`config.mk`:
```
export PLATFORM = sky130hd
export DESIGN_NAME = pid_windowed_integral_unit
export DESIGN_NICKNAME = d
export VERILOG_FILES = /design/src/design/pwi_pkg.sv /design/src/design/pid_windowed_integral_unit.sv /design/src/design/pwi_ram.sv /design/src/design/pwi_front.sv /design/src/design/pwi_back.sv
export SDC_FILE = /design/constraint.sdc
export NUM_CORES = 2
export LEC_CHECK = 0
export BUFFER_PORTS_ARGS = -buffer_cell sky130_fd_sc_hd__buf_4
export CAP_MARGIN = 25
export CORE_MARGIN = 2
export CORE_UTILIZATION = 35
export CTS_CLUSTER_SIZE = 28
export DETAILED_ROUTE_END_ITERATION = 12
export PLACE_DENSITY = 0.49
export SLEW_MARGIN = 25
export SYNTH_ARGS = -nofsm -noshare
export SYNTH_HDL_FRONTEND = slang
export SYNTH_SLANG_ARGS = --single-unit
export TNS_END_PERCENT = 30
```
`constraint.sdc`:
```
create_clock -name clk_i -period 13.71 [get_ports clk_i]
set_clock_uncertainty 0.15 [all_clocks]
set_input_delay 1.371 -clock clk_i [delete_from_list [all_inputs] [get_ports clk_i]]
set_output_delay 1.371 -clock clk_i [all_outputs]
set_load 0.03 [all_outputs]
```
`src/design/pwi_pkg.sv`:
```
// Package for the windowed-integral PID unit: widths, register codes and
// the structs passed between the front end, the back end and the top level.
// No dependencies.
package pwi_pkg;

  localparam int MAX_WINDOW = 64;

  localparam int POS_W   = 16;
  localparam int GAIN_W  = 16;
  localparam int LEN_W   = 7;
  localparam int DRIVE_W = 32;
  localparam int ERR_W   = POS_W + 1;
  localparam int DIFF_W  = ERR_W + 1;
  localparam int ENTRY_W = 8;
  localparam int IDX_W   = $clog2(MAX_WINDOW);
  localparam int CNT_W   = $clog2(MAX_WINDOW + 1);
  localparam int ELEN_W  = (CNT_W > LEN_W) ? CNT_W : LEN_W;
  localparam int SUM_W   = IDX_W + ENTRY_W;

  localparam int P_W   = (GAIN_W + 1) + ERR_W;
  localparam int I_W   = (GAIN_W + 1) + SUM_W;
  localparam int D_W   = (GAIN_W + 1) + DIFF_W;
  localparam int PID_W = (P_W > I_W) ? ((P_W > D_W) ? P_W : D_W) : ((I_W > D_W) ? I_W : D_W);
  localparam int ACC_W = PID_W + 2;

  localparam int CFG_IDX_W = 3;
  localparam int CFG_DAT_W = 16;

  localparam int FQ_DEPTH = 2;
  localparam int OQ_DEPTH = 4;
  localparam int OQ_PTR_W = $clog2(OQ_DEPTH);
  localparam int OQ_CNT_W = $clog2(OQ_DEPTH + 1);

  typedef enum logic [CFG_IDX_W-1:0] {
    REG_KP_GAIN    = 3'd0,
    REG_KI_GAIN    = 3'd1,
    REG_KD_GAIN    = 3'd2,
    REG_WINDOW_LEN = 3'd3
  } pwi_reg_e;

  typedef struct packed {
    logic signed [ERR_W-1:0]   err;
    logic signed [DIFF_W-1:0]  diff;
    logic signed [ENTRY_W-1:0] entry;
  } pwi_item_t;

  typedef struct packed {
    logic [GAIN_W-1:0] kp;
    logic [GAIN_W-1:0] ki;
    logic [GAIN_W-1:0] kd;
    logic [LEN_W-1:0]  window_len;
    logic              recalc;
  } pwi_cfg_t;

  typedef struct packed {
    logic signed [DRIVE_W-1:0] drive;
    logic                      sat;
  } pwi_result_t;

endpackage

```
`src/design/pid_windowed_integral_unit.sv`:
```
// PID controller with a moving-window integral term.
// Each sample (target_pos_i, measured_pos_i) is pushed with push while full
// is low; one result (drive_o, saturated_o) per sample is offered while
// empty is low and taken with pop.
// The back end takes no new sample while one is in its window stage: the window
// RAM is read for the replaced entry as a sample is taken and written from that stage.
// With idle queues, empty goes low once an accepted sample has passed the input
// queue and the window, sum and product stages and is written into the result queue.
// Results wait in a 4-entry queue; while pop is held low the queue fills,
// the back end stops taking samples, then the 2-entry input queue fills
// and full rises. No result is dropped.
// Configuration writes go through cfg_valid_i/cfg_ready_o with a register
// index and data; cfg_ready_o is always high. Write only while idle.
// Writing window_len starts a rebuild of the window sum; samples wait in the
// input queue until every entry within the effective length has been read back.
// Reset clears the window (per-entry valid bits), the ring index, the sum,
// the previous error and all gain registers; window_len returns to 16.
// Depends on pwi_pkg, pwi_front, pwi_back and pwi_ram.
module pid_windowed_integral_unit
  import pwi_pkg::*;
(
  input  logic                 clk_i,
  input  logic                 rst_ni,
  input  logic                 push,
  output logic                 full,
  input  logic [POS_W-1:0]     target_pos_i,
  input  logic [POS_W-1:0]     measured_pos_i,
  output logic                 empty,
  input  logic                 pop,
  output logic [DRIVE_W-1:0]   drive_o,
  output logic                 saturated_o,
  input  logic                 cfg_valid_i,
  output logic                 cfg_ready_o,
  input  logic [CFG_IDX_W-1:0] cfg_index_i,
  input  logic [CFG_DAT_W-1:0] cfg_data_i
);

  logic              cfg_we;
  logic [GAIN_W-1:0] kp_q, ki_q, kd_q;
  logic [LEN_W-1:0]  window_len_q;
  logic              recalc_q;
  pwi_cfg_t          cfg;
  logic              item_valid, item_pop;
  pwi_item_t         item;

  assign cfg_ready_o = 1'b1;
  assign cfg_we      = cfg_valid_i && cfg_ready_o;

  always_ff @(posedge clk_i or negedge rst_ni) begin
    if (!rst_ni) begin
      kp_q         <= '0;
      ki_q         <= '0;
      kd_q         <= '0;
      window_len_q <= LEN_W'(16);
      recalc_q     <= 1'b0;
    end else begin
      recalc_q <= 1'b0;
      if (cfg_we) begin
        unique case (cfg_index_i)
          REG_KP_GAIN:    kp_q <= cfg_data_i[GAIN_W-1:0];
          REG_KI_GAIN:    ki_q <= cfg_data_i[GAIN_W-1:0];
          REG_KD_GAIN:    kd_q <= cfg_data_i[GAIN_W-1:0];
          REG_WINDOW_LEN: begin
            window_len_q <= cfg_data_i[LEN_W-1:0];
            recalc_q     <= 1'b1;
          end
          default: ;
        endcase
      end
    end
  end

  assign cfg = '{kp: kp_q, ki: ki_q, kd: kd_q, window_len: window_len_q, recalc: recalc_q};

  pwi_front u_front (
    .clk_i         (clk_i),
    .rst_ni        (rst_ni),
    .push          (push),
    .full          (full),
    .target_pos_i  (target_pos_i),
    .measured_pos_i(measured_pos_i),
    .item_valid_o  (item_valid),
    .item_o        (item),
    .item_pop_i    (item_pop)
  );

  pwi_back u_back (
    .clk_i       (clk_i),
    .rst_ni      (rst_ni),
    .cfg_i       (cfg),
    .item_valid_i(item_valid),
    .item_i      (item),
    .item_pop_o  (item_pop),
    .empty       (empty),
    .pop         (pop),
    .drive_o     (drive_o),
    .saturated_o (saturated_o)
  );

endmodule

```
`src/design/pwi_ram.sv`:
```
// Generic single-write, single-read RAM with registered read data.
// No dependencies.
module pwi_ram #(
  parameter int WIDTH = 8,
  parameter int DEPTH = 64
) (
  input  logic                     clk_i,
  input  logic                     we_i,
  input  logic [$clog2(DEPTH)-1:0] waddr_i,
  input  logic [WIDTH-1:0]         wdata_i,
  input  logic                     re_i,
  input  logic [$clog2(DEPTH)-1:0] raddr_i,
  output logic [WIDTH-1:0]         rdata_o
);

  logic [WIDTH-1:0] mem_q [DEPTH];
  logic [WIDTH-1:0] rdata_q;

  always_ff @(posedge clk_i) begin
    if (we_i) begin
      mem_q[waddr_i] <= wdata_i;
    end
    if (re_i) begin
      rdata_q <= mem_q[raddr_i];
    end
  end

  assign rdata_o = rdata_q;

endmodule

```
`src/design/pwi_front.sv`:
```
// Front end: accepts position samples, forms error, difference and the
// clamped window entry, and queues them for the back end. Uses pwi_pkg.
module pwi_front
  import pwi_pkg::*;
(
  input  logic             clk_i,
  input  logic             rst_ni,
  input  logic             push,
  output logic             full,
  input  logic [POS_W-1:0] target_pos_i,
  input  logic [POS_W-1:0] measured_pos_i,
  output logic             item_valid_o,
  output pwi_item_t        item_o,
  input  logic             item_pop_i
);

  logic                     accept;
  logic signed [ERR_W-1:0]  err;
  logic signed [DIFF_W-1:0] diff;
  logic signed [ENTRY_W-1:0] entry;
  logic signed [ERR_W-1:0]  last_err_q, last_err_d;
  pwi_item_t                fq_q [FQ_DEPTH];
  logic                     wptr_q, wptr_d, rptr_q, rptr_d;
  logic [1:0]               cnt_q, cnt_d;

  assign full   = (cnt_q == 2'(FQ_DEPTH));
  assign accept = push && !full;

  always_comb begin
    err  = $signed({1'b0, target_pos_i}) - $signed({1'b0, measured_pos_i});
    diff = DIFF_W'(err) - DIFF_W'(last_err_q);
    if (err > ERR_W'(127)) begin
      entry = 8'sd127;
    end else if (err < -ERR_W'(128)) begin
      entry = -8'sd128;
    end else begin
      entry = err[ENTRY_W-1:0];
    end
  end

  always_comb begin
    last_err_d = accept ? err : last_err_q;
    wptr_d     = accept ? ~wptr_q : wptr_q;
    rptr_d     = item_pop_i ? ~rptr_q : rptr_q;
    cnt_d      = cnt_q + 2'(accept) - 2'(item_pop_i);
  end

  always_ff @(posedge clk_i or negedge rst_ni) begin
    if (!rst_ni) begin
      last_err_q <= '0;
      wptr_q     <= 1'b0;
      rptr_q     <= 1'b0;
      cnt_q      <= '0;
    end else begin
      last_err_q <= last_err_d;
      wptr_q     <= wptr_d;
      rptr_q     <= rptr_d;
      cnt_q      <= cnt_d;
    end
  end

  always_ff @(posedge clk_i) begin
    if (accept) begin
      fq_q[wptr_q] <= '{err: err, diff: diff, entry: entry};
    end
  end

  assign item_valid_o = (cnt_q != '0);
  assign item_o       = fq_q[rptr_q];

endmodule

```
`src/design/pwi_back.sv`:
```
// Back end: ring window update through the window RAM, running sum, gain
// multiplies, saturation and the result queue. Uses pwi_pkg and pwi_ram.
module pwi_back
  import pwi_pkg::*;
(
  input  logic               clk_i,
  input  logic               rst_ni,
  input  pwi_cfg_t           cfg_i,
  input  logic               item_valid_i,
  input  pwi_item_t          item_i,
  output logic               item_pop_o,
  output logic               empty,
  input  logic               pop,
  output logic [DRIVE_W-1:0] drive_o,
  output logic               saturated_o
);

  logic [ELEN_W-1:0] len_x;
  logic [CNT_W-1:0]  len_eff;
  logic [CNT_W-1:0]  slot_c, slot_nx;
  logic [IDX_W-1:0]  wr_idx_q, wr_idx_d;

  logic              issue;
  logic              credit_ok;
  logic              sweep_busy;
  logic              sweep_q, sweep_d;
  logic              sweep_rd_q, sweep_rd_d;
  logic [CNT_W-1:0]  sweep_idx_q, sweep_idx_d;
  logic              sweep_issue;

  logic              ram_re;
  logic [IDX_W-1:0]  ram_raddr;
  logic [ENTRY_W-1:0] ram_rdata;
  logic              vld_q [MAX_WINDOW];
  logic              rd_vld_q;
  logic signed [ENTRY_W-1:0] old_entry;

  logic              s1_v_q;
  pwi_item_t         s1_item_q;
  logic [IDX_W-1:0]  s1_slot_q;

  logic signed [SUM_W-1:0] sum_q, sum_d, sum_upd;

  logic                     s2_v_q;
  logic signed [ERR_W-1:0]  s2_err_q;
  logic signed [DIFF_W-1:0] s2_diff_q;
  logic signed [SUM_W-1:0]  s2_sum_q;

  logic                  s3_v_q;
  logic signed [P_W-1:0] p_q;
  logic signed [I_W-1:0] i_q;
  logic signed [D_W-1:0] d_q;

  logic signed [ACC_W-1:0]      acc;
  logic [ACC_W-1-(DRIVE_W-1):0] acc_hi;
  pwi_result_t                  res;

  pwi_result_t        oq_q [OQ_DEPTH];
  logic [OQ_PTR_W-1:0] oq_wptr_q, oq_rptr_q;
  logic [OQ_CNT_W-1:0] oq_cnt_q;
  logic                oq_push, oq_pop;
  logic [OQ_CNT_W-1:0] in_flight;

  always_comb begin
    len_x = ELEN_W'(cfg_i.window_len);
    if (len_x == '0) begin
      len_eff = CNT_W'(1);
    end else if (len_x > ELEN_W'(MAX_WINDOW)) begin
      len_eff = CNT_W'(MAX_WINDOW);
    end else begin
      len_eff = len_x[CNT_W-1:0];
    end
    slot_c  = (CNT_W'(wr_idx_q) < len_eff) ? CNT_W'(wr_idx_q) : '0;
    slot_nx = slot_c + CNT_W'(1);
    if (slot_nx >= len_eff) begin
      slot_nx = '0;
    end
  end

  assign sweep_busy = sweep_q || sweep_rd_q;
  assign in_flight  = OQ_CNT_W'(s1_v_q) + OQ_CNT_W'(s2_v_q) + OQ_CNT_W'(s3_v_q);
  assign credit_ok  = (OQ_CNT_W'(oq_cnt_q + in_flight) < OQ_CNT_W'(OQ_DEPTH));
  assign issue      = item_valid_i && !s1_v_q && !sweep_busy && !cfg_i.recalc && credit_ok;
  assign item_pop_o = issue;

  assign sweep_issue = sweep_q && (sweep_idx_q < len_eff);

  always_comb begin
    sweep_d     = sweep_q;
    sweep_idx_d = sweep_idx_q;
    sweep_rd_d  = 1'b0;
    if (cfg_i.recalc) begin
      sweep_d     = 1'b1;
      sweep_idx_d = '0;
    end else if (sweep_issue) begin
      sweep_idx_d = sweep_idx_q + CNT_W'(1);
      sweep_rd_d  = 1'b1;
    end else begin
      sweep_d = 1'b0;
    end
  end

  assign ram_re    = issue || sweep_issue;
  assign ram_raddr = sweep_issue ? sweep_idx_q[IDX_W-1:0] : slot_c[IDX_W-1:0];
  assign wr_idx_d  = issue ? slot_nx[IDX_W-1:0] : wr_idx_q;

  pwi_ram #(
    .WIDTH(ENTRY_W),
    .DEPTH(MAX_WINDOW)
  ) u_window (
    .clk_i  (clk_i),
    .we_i   (s1_v_q),
    .waddr_i(s1_slot_q),
    .wdata_i(s1_item_q.entry),
    .re_i   (ram_re),
    .raddr_i(ram_raddr),
    .rdata_o(ram_rdata)
  );

  assign old_entry = rd_vld_q ? $signed(ram_rdata) : '0;

  always_comb begin
    sum_upd = sum_q + SUM_W'(s1_item_q.entry) - SUM_W'(old_entry);
    sum_d   = sum_q;
    if (cfg_i.recalc) begin
      sum_d = '0;
    end else if (sweep_rd_q) begin
      sum_d = sum_q + SUM_W'(old_entry);
    end else if (s1_v_q) begin
      sum_d = sum_upd;
    end
  end

  always_ff @(posedge clk_i or negedge rst_ni) begin
    if (!rst_ni) begin
      wr_idx_q    <= '0;
      sweep_q     <= 1'b0;
      sweep_rd_q  <= 1'b0;
      sweep_idx_q <= '0;
      sum_q       <= '0;
      s1_v_q      <= 1'b0;
      s2_v_q      <= 1'b0;
      s3_v_q      <= 1'b0;
      rd_vld_q    <= 1'b0;
      for (int k = 0; k < MAX_WINDOW; k++) begin
        vld_q[k] <= 1'b0;
      end
    end else begin
      wr_idx_q    <= wr_idx_d;
      sweep_q     <= sweep_d;
      sweep_rd_q  <= sweep_rd_d;
      sweep_idx_q <= sweep_idx_d;
      sum_q       <= sum_d;
      s1_v_q      <= issue;
      s2_v_q      <= s1_v_q;
      s3_v_q      <= s2_v_q;
      if (ram_re) begin
        rd_vld_q <= vld_q[ram_raddr];
      end
      if (s1_v_q) begin
        vld_q[s1_slot_q] <= 1'b1;
      end
    end
  end

  always_ff @(posedge clk_i) begin
    if (issue) begin
      s1_item_q <= item_i;
      s1_slot_q <= slot_c[IDX_W-1:0];
    end
    if (s1_v_q) begin
      s2_err_q  <= s1_item_q.err;
      s2_diff_q <= s1_item_q.diff;
      s2_sum_q  <= sum_upd;
    end
    if (s2_v_q) begin
      p_q <= P_W'($signed({1'b0, cfg_i.kp}) * s2_err_q);
      i_q <= I_W'($signed({1'b0, cfg_i.ki}) * s2_sum_q);
      d_q <= D_W'($signed({1'b0, cfg_i.kd}) * s2_diff_q);
    end
  end

  always_comb begin
    acc    = ACC_W'(p_q) + ACC_W'(i_q) + ACC_W'(d_q);
    acc_hi = acc[ACC_W-1:DRIVE_W-1];
    res.sat = !((acc_hi == '0) || (acc_hi == '1));
    if (res.sat) begin
      res.drive = acc[ACC_W-1] ? {1'b1, {(DRIVE_W-1){1'b0}}} : {1'b0, {(DRIVE_W-1){1'b1}}};
    end else begin
      res.drive = acc[DRIVE_W-1:0];
    end
  end

  assign oq_push = s3_v_q;
  assign oq_pop  = pop && !empty;

  always_ff @(posedge clk_i or negedge rst_ni) begin
    if (!rst_ni) begin
      oq_wptr_q <= '0;
      oq_rptr_q <= '0;
      oq_cnt_q  <= '0;
    end else begin
      if (oq_push) begin
        oq_wptr_q <= oq_wptr_q + OQ_PTR_W'(1);
      end
      if (oq_pop) begin
        oq_rptr_q <= oq_rptr_q + OQ_PTR_W'(1);
      end
      oq_cnt_q <= oq_cnt_q + OQ_CNT_W'(oq_push) - OQ_CNT_W'(oq_pop);
    end
  end

  always_ff @(posedge clk_i) begin
    if (oq_push) begin
      oq_q[oq_wptr_q] <= res;
    end
  end

  assign empty       = (oq_cnt_q == '0);
  assign drive_o     = oq_q[oq_rptr_q].drive;
  assign saturated_o = oq_q[oq_rptr_q].sat;

  a_no_write_in_sweep: assert property (@(posedge clk_i) disable iff (!rst_ni)
    s1_v_q |-> !sweep_busy)
    else $error("window write overlaps sum rebuild");

  a_window_two_cycles: assert property (@(posedge clk_i) disable iff (!rst_ni)
    s1_v_q |=> !s1_v_q)
    else $error("window stage took items in consecutive cycles");

  a_oq_no_overflow: assert property (@(posedge clk_i) disable iff (!rst_ni)
    oq_push |-> (oq_cnt_q < OQ_CNT_W'(OQ_DEPTH)) || oq_pop)
    else $error("result queue overflow");

  a_credit_bound: assert property (@(posedge clk_i) disable iff (!rst_ni)
    (oq_cnt_q + in_flight) <= OQ_CNT_W'(OQ_DEPTH))
    else $error("results in flight exceed queue space");

endmodule
```
==> flow_summary.json <==
{
  "status": "complete, no violations",
  "cts_hold_buf": 0,
  "grt_max_degree": 159,
  "final_nets": 7958,
  "finalSetupViolCount": 0,
  "place_hpwl_mm": 149,
  "critPathLaunchType": "flop",
  "h-tree-depth": 4,
  "finalInstanceArea_mm2": 0.0849,
  "cts_root_buf": "clkbuf_16",
  "drive_above_1_share_pct": 9.11,
  "wl_per_cell_um": 21.4,
  "numCtsBuffers": 131,
  "report.final.hold_viol_count": 0,
  "synth.distinct_cells": 93,
  "crit_required_ns": 14.18,
  "grt_usage_pct": 18.8,
  "clockBufferDepth": 3,
  "grt_pass1_wl_mm": 320,
  "wirelength_mm": 207,
  "final_cell_mix": "inv_1 (1032), edfxtp_1 (936), nand2_1 (829)",
  "overflow": 0,
  "drv_cap": 0,
  "fmax_ghz": 0.134,
  "drc": 0,
  "fill_cells": 21000,
  "synthTopCellsByArea": "edfxtp_1 (37%), fa_1 (19%), ha_1 (7.6%)",
  "hold_class": "flop to flop",
  "synth_seq_cells": 1117,
  "coreArea_mm2": 0.217,
  "setup.worst_path.end_class": "flop",
  "critPathArrivalTime_ns": 7.91,
  "whs_ns": 0.271,
  "gp_congestion": 0.855,
  "cts_setup_buffers": 0,
  "crit_path_frequent_cell": "fa_1",
  "drt_first_pass_iters": 5,
  "yosysSeqAreaShare_pct": 42.6,
  "area_growth_pct": 10.8,
  "worstPathCellList": "and2_1 > fa_1 > inv_1 > fa_1 > fa_1 > fa_1 > inv_1 > fa_1 > inv_1 > fa_1 > inv_1 > ha_1 > a21o_1 > o31ai_1 > a211oi_1 > nor3_1 > a211oi_1 > o21ai_1 > or4b_2 > o211ai_1",
  "ant_nets": 0,
  "holdPathEnd": "u_back.s2_err_q[11]",
  "ys_warn_count": 0,
  "dieArea_mm2": 0.223,
  "cp_num_buf_inv": 4,
  "cts_resized": 0,
  "grt_pass1_vias": 50700,
  "die_height_um": 472,
  "crit_family": "adder cells",
  "r2r_end": "u_back.p_q[31]",
  "slew_headroom_pct": 29.8,
  "layout_commonest_cell": "inv_1",
  "vias": 48900,
  "synth_edf_count": 936,
  "async_flop_share_pct": 16.2,
  "maxSlewViolCount": 0,
  "r2r_cells": 20,
  "cts.clk_slew.worst_paths_ns": 0.06,
  "cts.sinks": 1117,
  "num_rows": 171,
  "tightest_slew_ns": 1.05,
  "port_buffers": 90,
  "syn_area_mm2": 0.0766,
  "setup_slack_ns": 6.27,
  "reg2reg_from": "kp_q[10]",
  "antenna_found_initial": 16,
  "syn_inst": 6679,
  "viasPerCell": 5.05,
  "pre_cts_ws_ns": 6.28,
  "start_util_pct": 35.3,
  "worst-setup-path-type": "flop to flop",
  "clk-insertion-delay-late_ns": 0.84,
  "rsz0062_at_grt": "false",
  "synthFlopType": "edfxtp_1",
  "crit_fanout": 18,
  "place_area_mm2": 0.0805,
  "hold_depth": 0,
  "r2r_slack_ns": 6.27,
  "period_share_pct": 54.3,
  "synth.avg_cell_area_um2": 11.5,
  "hold_start": "u_back.s1_item_q[37]",
  "io_pins": 92,
  "synth_top_area_share_pct": 36.7,
  "cts_tree": "yes",
  "critPathMaxStageDelay_ns": 0.62,
  "period_minus_slack_ns": 7.44,
  "synth_top_area_cell": "edfxtp_1",
  "syn_nets": 7922,
  "slowest_stage": "or4b_2",
  "drt_iter0_drc": 3491,
  "die_x_um": 472,
  "setup_tns_ns": 0
}
-- per-stage QoR --
stage | std cells | utilization, %
floorplan | 6679 | -
global placement | 9435 | 37.0
detailed placement | 9435 | 37.0
CTS | 9673 | 39.1
global route | 9676 | 39.1
finish | 9680 | 39.1
-- cell families after synthesis --
kind of cell | after synthesis | share of synthesized area (%)
fa+ha+maj | 1187 | 26.4
flops | 1117 | 42.6
simple gates | 1955 | 12.4
buf+inv | 1297 | 6.46
other cells | 1 | 0.00489
mux | 188 | 3.23
xor+xnor | 183 | 2.09
compound gates | 751 | 6.80
-- cell usage after synthesis, types with 9 or more instances --
library cell,count
inv_1,1033
edfxtp_1,936
nand2_1,830
fa_1,721
ha_1,466
and2_1,408
clkbuf_1,192
nor2_1,191
dfrtp_1,180
xnor2_1,137
a21oi_1,136
o21ai_0,123
nand3_1,115
a211oi_1,111
mux2_2,110
and3_1,102
nor3_1,72
or2_2,72
a311oi_1,65
a21o_1,50
nand2b_1,47
xor2_1,46
buf_2,44
nor2b_1,44
a31oi_1,43
mux2i_1,39
mux4_2,35
a32oi_1,33
or3_1,29
o211ai_1,25
buf_1,20
o21bai_1,20
nand4_1,17
o21a_1,17
o31ai_1,11
a21boi_0,9
o221ai_1,9
o22ai_1,9
-- how the worst max path moves through the flow --
| stage | from | end | slack (ns) | cells after the start |
|---|---|---|---|---|
| global route | kp_q[10] | u_back.p_q[31] | 5.87 | 20 |
| detailed placement | kp_q[10] | u_back.p_q[31] | 6.28 | 20 |
| CTS | kp_q[10] | u_back.p_q[31] | 6.23 | 20 |
| finish | kp_q[10] | u_back.p_q[31] | 6.27 | 20 |
| global placement | kp_q[10] | u_back.p_q[31] | 6.31 | 20 |
| floorplan | kd_q[2] | u_back.d_q[33] | 7.10 | 21 |
-- layer usage --
layer / share of wire, % / wire length, µm / track usage [%] / vias to the layer above
li1: - / - / - / 22400
met1: 48 / 99400 / 27.4 / 25100
met2: 45 / 93700 / 29.5 / 1114
met3: 4.7 / 9830 / 2.73 / 221
met4: 2.0 / 4210 / 4.37 / 2
met5: 0.0077 / 16 / 0 / -
-- sequential cells by signal (all words and copies together) (netlist names), 17 cells and up --
| signal | cells |
|---|---|
| u_front.fq_q | 86 |
| u_back.d_q | 35 |
| u_back.s1_item_q | 43 |
| u_front.last_err_q | 17 |
| u_back.s2_diff_q | 18 |
| u_back.vld_q | 64 |
| u_back.u_window.mem_q | 512 |
| u_back.s2_err_q | 17 |
| u_back.oq_q | 132 |
| u_back.i_q | 31 |
| u_back.p_q | 34 |
-- area by class of cell --
class / instances / area [µm²] / area share, %
well taps: 2854 / 3570 / 4.20
clock buffers: 168 / 3530 / 4.15
inverters: 1034 / 3880 / 4.57
flip-flops and latches: 1117 / 32600 / 38.4
repair buffers: 166 / 1280 / 1.51
clock inverters: 70 / 832 / 0.980
multi-input cells: 4265 / 39200 / 46.1
diodes: 6 / 15.0 / 0.0177
Power is not shown: default switching activity piles up to over one toggle a cycle in this logic, so the estimate is an artifact.
